===== src/hw/rtl/mscl_pkg.sv =====
`timescale 1ns / 1ps
// ----------------------------------------------------------------------------
// mscl_pkg
// Shared types and constants for the Morton-sorted cell lookup block.
// ----------------------------------------------------------------------------
package mscl_pkg;

    localparam int DEF_TABLE_DEPTH = 1024;
    localparam int DEF_COORD_BITS  = 10;

    localparam int IN_COORD_W  = 11;
    localparam int OUT_COORD_W = 10;
    localparam int IDX_W       = 10;
    localparam int LVL_W       = 4;
    localparam int FUNC_W      = 2;
    localparam int MORTON_W    = 3 * IN_COORD_W;

    localparam logic [FUNC_W-1:0] FUNC_CLEAR  = 2'd0;
    localparam logic [FUNC_W-1:0] FUNC_APPEND = 2'd1;
    localparam logic [FUNC_W-1:0] FUNC_QUERY  = 2'd2;

    typedef enum logic [2:0] {
        ST_IDLE,
        ST_DECODE,
        ST_SRCH,
        ST_CHK0,
        ST_CHK1,
        ST_FIN
    } t_state;

    typedef struct packed {
        logic ld_in;
        logic clr;
        logic app;
        logic srch_init;
        logic srch_step;
        logic chk0;
        logic chk1;
        logic out_load;
    } t_cmd;

    typedef struct packed {
        logic [FUNC_W-1:0] func;
        logic              neg;
        logic              empty;
        logic              srch_done;
        logic              past_end;
        logic              contain;
        logic              lo_zero;
        logic              out_free;
    } t_stat;

endpackage


===== src/hw/rtl/mscl_ctrl.sv =====
`timescale 1ns / 1ps
// ----------------------------------------------------------------------------
// mscl_ctrl
// Sequencer for clear, append and the binary search with containment checks.
// ----------------------------------------------------------------------------
module mscl_ctrl (
    input  logic           i_clk,
    input  logic           i_rst_n,
    input  logic           i_valid,
    input  mscl_pkg::t_stat i_stat,
    output logic           o_in_ready,
    output mscl_pkg::t_cmd  o_cmd
);
    import mscl_pkg::*;

    t_state r_state;
    t_state n_state;

    always_ff @(posedge i_clk) begin
        if (!i_rst_n) begin
            r_state <= ST_IDLE;
        end else begin
            r_state <= n_state;
        end
    end

    always_comb begin
        n_state = r_state;
        unique case (r_state)
            ST_IDLE: begin
                if (i_valid) begin
                    n_state = ST_DECODE;
                end
            end
            ST_DECODE: begin
                unique case (i_stat.func)
                    FUNC_QUERY: begin
                        if (i_stat.neg || i_stat.empty) begin
                            n_state = ST_FIN;
                        end else begin
                            n_state = ST_SRCH;
                        end
                    end
                    default: n_state = ST_FIN;
                endcase
            end
            ST_SRCH: begin
                if (i_stat.srch_done) begin
                    n_state = i_stat.past_end ? ST_FIN : ST_CHK0;
                end
            end
            ST_CHK0: begin
                if (i_stat.contain || i_stat.lo_zero) begin
                    n_state = ST_FIN;
                end else begin
                    n_state = ST_CHK1;
                end
            end
            ST_CHK1: n_state = ST_FIN;
            ST_FIN: begin
                if (i_stat.out_free) begin
                    n_state = ST_IDLE;
                end
            end
            default: n_state = ST_IDLE;
        endcase
    end

    always_comb begin
        o_cmd      = '0;
        o_in_ready = 1'b0;
        unique case (r_state)
            ST_IDLE: begin
                o_in_ready   = 1'b1;
                o_cmd.ld_in  = i_valid;
            end
            ST_DECODE: begin
                unique case (i_stat.func)
                    FUNC_CLEAR:  o_cmd.clr = 1'b1;
                    FUNC_APPEND: o_cmd.app = 1'b1;
                    FUNC_QUERY:  o_cmd.srch_init = !(i_stat.neg || i_stat.empty);
                    default:     o_cmd = '0;
                endcase
            end
            ST_SRCH: o_cmd.srch_step = 1'b1;
            ST_CHK0: o_cmd.chk0 = 1'b1;
            ST_CHK1: o_cmd.chk1 = 1'b1;
            ST_FIN:  o_cmd.out_load = i_stat.out_free;
            default: o_cmd = '0;
        endcase
    end

endmodule


===== config.mk =====
export PLATFORM = sky130hd
export DESIGN_NAME = mscl_ctrl
export DESIGN_NICKNAME = d
export VERILOG_FILES = /design/src/hw/rtl/mscl_pkg.sv /design/src/hw/rtl/mscl_ctrl.sv
export SDC_FILE = /design/constraint.sdc
export NUM_CORES = 1
export LEC_CHECK = 0
export BUFFER_PORTS_ARGS = -buffer_cell sky130_fd_sc_hd__buf_2
export CAP_MARGIN = 20
export CELL_PAD_IN_SITES_DETAIL_PLACEMENT = 1
export CELL_PAD_IN_SITES_GLOBAL_PLACEMENT = 2
export CORE_MARGIN = 1.5
export CORE_UTILIZATION = 19
export CTS_CLUSTER_SIZE = 20
export DETAILED_ROUTE_END_ITERATION = 7
export GPL_ROUTABILITY_DRIVEN = 1
export MAX_ROUTING_LAYER = met4
export PLACE_DENSITY = 0.83
export REMOVE_ABC_BUFFERS = 1
export SETUP_SLACK_MARGIN = 0.02
export SLEW_MARGIN = 5
export SYNTH_ARGS = -nofsm -noshare
export SYNTH_HDL_FRONTEND = slang
export SYNTH_SLANG_ARGS = --single-unit
export TNS_END_PERCENT = 20

===== constraint.sdc =====
create_clock -name i_clk -period 1.7 [get_ports i_clk]
set_input_delay 0.085 -clock i_clk [delete_from_list [all_inputs] [get_ports i_clk]]
set_output_delay 0.085 -clock i_clk [all_outputs]
set_load 0.02 [all_outputs]

==> reports/metrics.csv <==
metric,value,unit
outcome,finished clean,
sequential share of the synthesized area,19.51,%
total number of vias,358,
Row Count,14,
Reg area,60.06,µm²
top register by number of flip-flops,r_state,
number of instances in the placed design,72,
share of layout cells above drive strength 1,48.33,%
Pins Over Slew Limit,0,
Iteration-0 DRC Markers,5,
Worst Skew,0.002318,ns
GRT Util Overall,10.65,%
DR WL/cell,11.67,µm
synthesized cell area,307.8,µm²
die area,1871,µm²
Layout Nets,73,
Root Driver,clkbuf_4,
kind of critical path,register to output port,
total routed wirelength,887,µm
largest net degree at the start of global routing,13,
Worst-path clk slew,0.04,ns
CTS Buf Count,3,
reg2reg path depth,4,
setup_tns,0,ns
clk_lat worst skew,0.23,ns
top flop regs,r_state: 3 flops,
H-tree levels,1,
Routed Antenna Nets,0,
post-CTS sizing,0,
RSZ-0062 raised after global routing,no,
grt total ovfl,0,
cts hold-fix bufs,0,
Buffers on Ports,20,
fin crit period,1.523,ns
critical path required time,1.62,ns
Achievable Freq,0.6567,GHz
Lkg Pwr,0.2199,nW
post-route insts no fill,76,
critical path peak fanout,7,
GPL Wtd Cong,0.7600,
Ys Warns,0,
largest cells by area after synthesis,"dfxtp_1 20%, nor3b_1 7.3%, and2_1 6.1%, nor2b_1 6.1%, buf_2 4.9%",
number of remaining DRC errors,0,
WP data arrival,1.44,ns
fraction of registers with async set/reset,0,%
Synth Area per Inst,8.100,µm²
Slew HR,76.39,%
Power Total,607.6,µW
Hold Crit Depth,2,
critical path startpoint category,register,
Worst-Margin Slew,0.3534,ns
Peak supply drop,366.4,µV
initial antenna violation count,0,
max cap viols,0,
max reg flops,3,
# clock sinks,3,
dpl hpwl,700.5,µm
Synth Register Bits,3,
clk buf depth,2,
CTS tree,yes,
first drt pass iteration count,3,
first-pass GRT wire length,1469,µm
chip height,43.25,µm
Finish-stage setup viols,0,
area delta synth->final,45.12,%
"area leader, netlist",dfxtp_1,
Core Region,1506,µm²
vias per cell,4.711,
Mapped Cells,38,
Initial Utilization,20.43,%
# diodes,0,
fill cell count,187,
number of global-route vias before repair,351,
Cell variety after synth,24,
CP Capture Type,output port,
"Primary FF master, synth",dfxtp_1,
"EDFF count, synth",0,
pwr/cell area,1360,nW/µm²
hold crit path type,primary input to register,
I/O Pins,21,
Yosys top cell area share,19.51,%
final count of hold timing violations,0,
Die Wd,43.25,µm
Final Cycle Share,89.58,%
Multi-input gate area,232.7,µm²
Post-CTS Setup Repair Bufs,0,
## report_power, final
group | total [mW] | switching [mW] | internal (mW)
combinational | 0.350 | 0.185 | 0.165
sequential | 0.132 | 0.0404 | 0.0911
clock | 0.126 | 0.0377 | 0.0880
total | 0.608 | 0.263 | 0.344
## cells by family after synthesis
| kind of cell | share of synthesized area (%) |
|---|---|
| AOI/OAI and AO/OA | 21.95 |
| buffers and inverters | 4.877 |
| DFF | 19.51 |
| muxes | 3.252 |
| and+or+nand+nor | 50.41 |
## critical path, cell delays in order (launching register included)
cell     delay [ns]
dfxtp_1        0.42
or3b_4         0.42
nor3b_1        0.18
buf_2          0.19
## placed cells by master, fill, tap and decap left out
cell	instances
buf_2	20
nor3b_1	3
nor2_1	3
nor2b_1	3
and2_1	3
clkbuf_4	3
dfxtp_1	3
nor3_1	2
o21ai_1	2
nand2b_1	1
or3b_4	1
or4b_4	1
nor2_2	1
and3_1	1
or2_1	1
a21o_1	1
a32oi_1	1
or2_2	1
a221oi_2	1
nand4b_1	1
a211oi_1	1
o221a_1	1
or3b_1	1
mux2i_1	1
a22oi_1	1
clkbuf_1	1
buf_4	1
## area by class of cell
class / instances / share of cell area [%]
multi-input combinational: 32 / 52.10
timing repair buffer: 21 / 24.09
sequential: 3 / 13.45
clock buffer: 4 / 5.882
tap: 16 / 4.482
## path summary, 6_finish.rpt
kind,startpoint,endpoint,slack [ns]
hold / removal,i_rst_n,r_state[1]$_SDFFE_PN0P_,0.13
setup / recovery,r_state[0]$_SDFFE_PN0P_,o_cmd[5],0.18
setup reg to reg,r_state[0]$_SDFFE_PN0P_,r_state[2]$_SDFFE_PN0P_,0.43
hold reg to reg,r_state[2]$_SDFFE_PN0P_,r_state[0]$_SDFFE_PN0P_,0.68
## per-layer routing
metal  global-route usage (%)  routed length, µm  part of all wire (%)
met5                        -                  0                     0
met4                    3.636                  0                     0
met3                    3.830                 34                   3.8
met2                    16.42                436                    49
met1                    12.76                415                    47
## per-stage QoR
stage | utilization (%) | hold WS [ns] | worst slack [ns] | area (µm²)
floorplan | - | 0.2269 | 0.2071 | 292.8
global placement | 27.91 | 0.3761 | 0.4383 | 420.4
detailed placement | 27.91 | 0.3788 | 0.4130 | 420.4
CTS | 29.65 | 0.1198 | 0.1504 | 446.7
global route | 29.65 | 0.1278 | 0.02711 | 446.7
finish | 29.65 | 0.1323 | 0.1772 | 446.7
(Power assumes the default switching activity.)
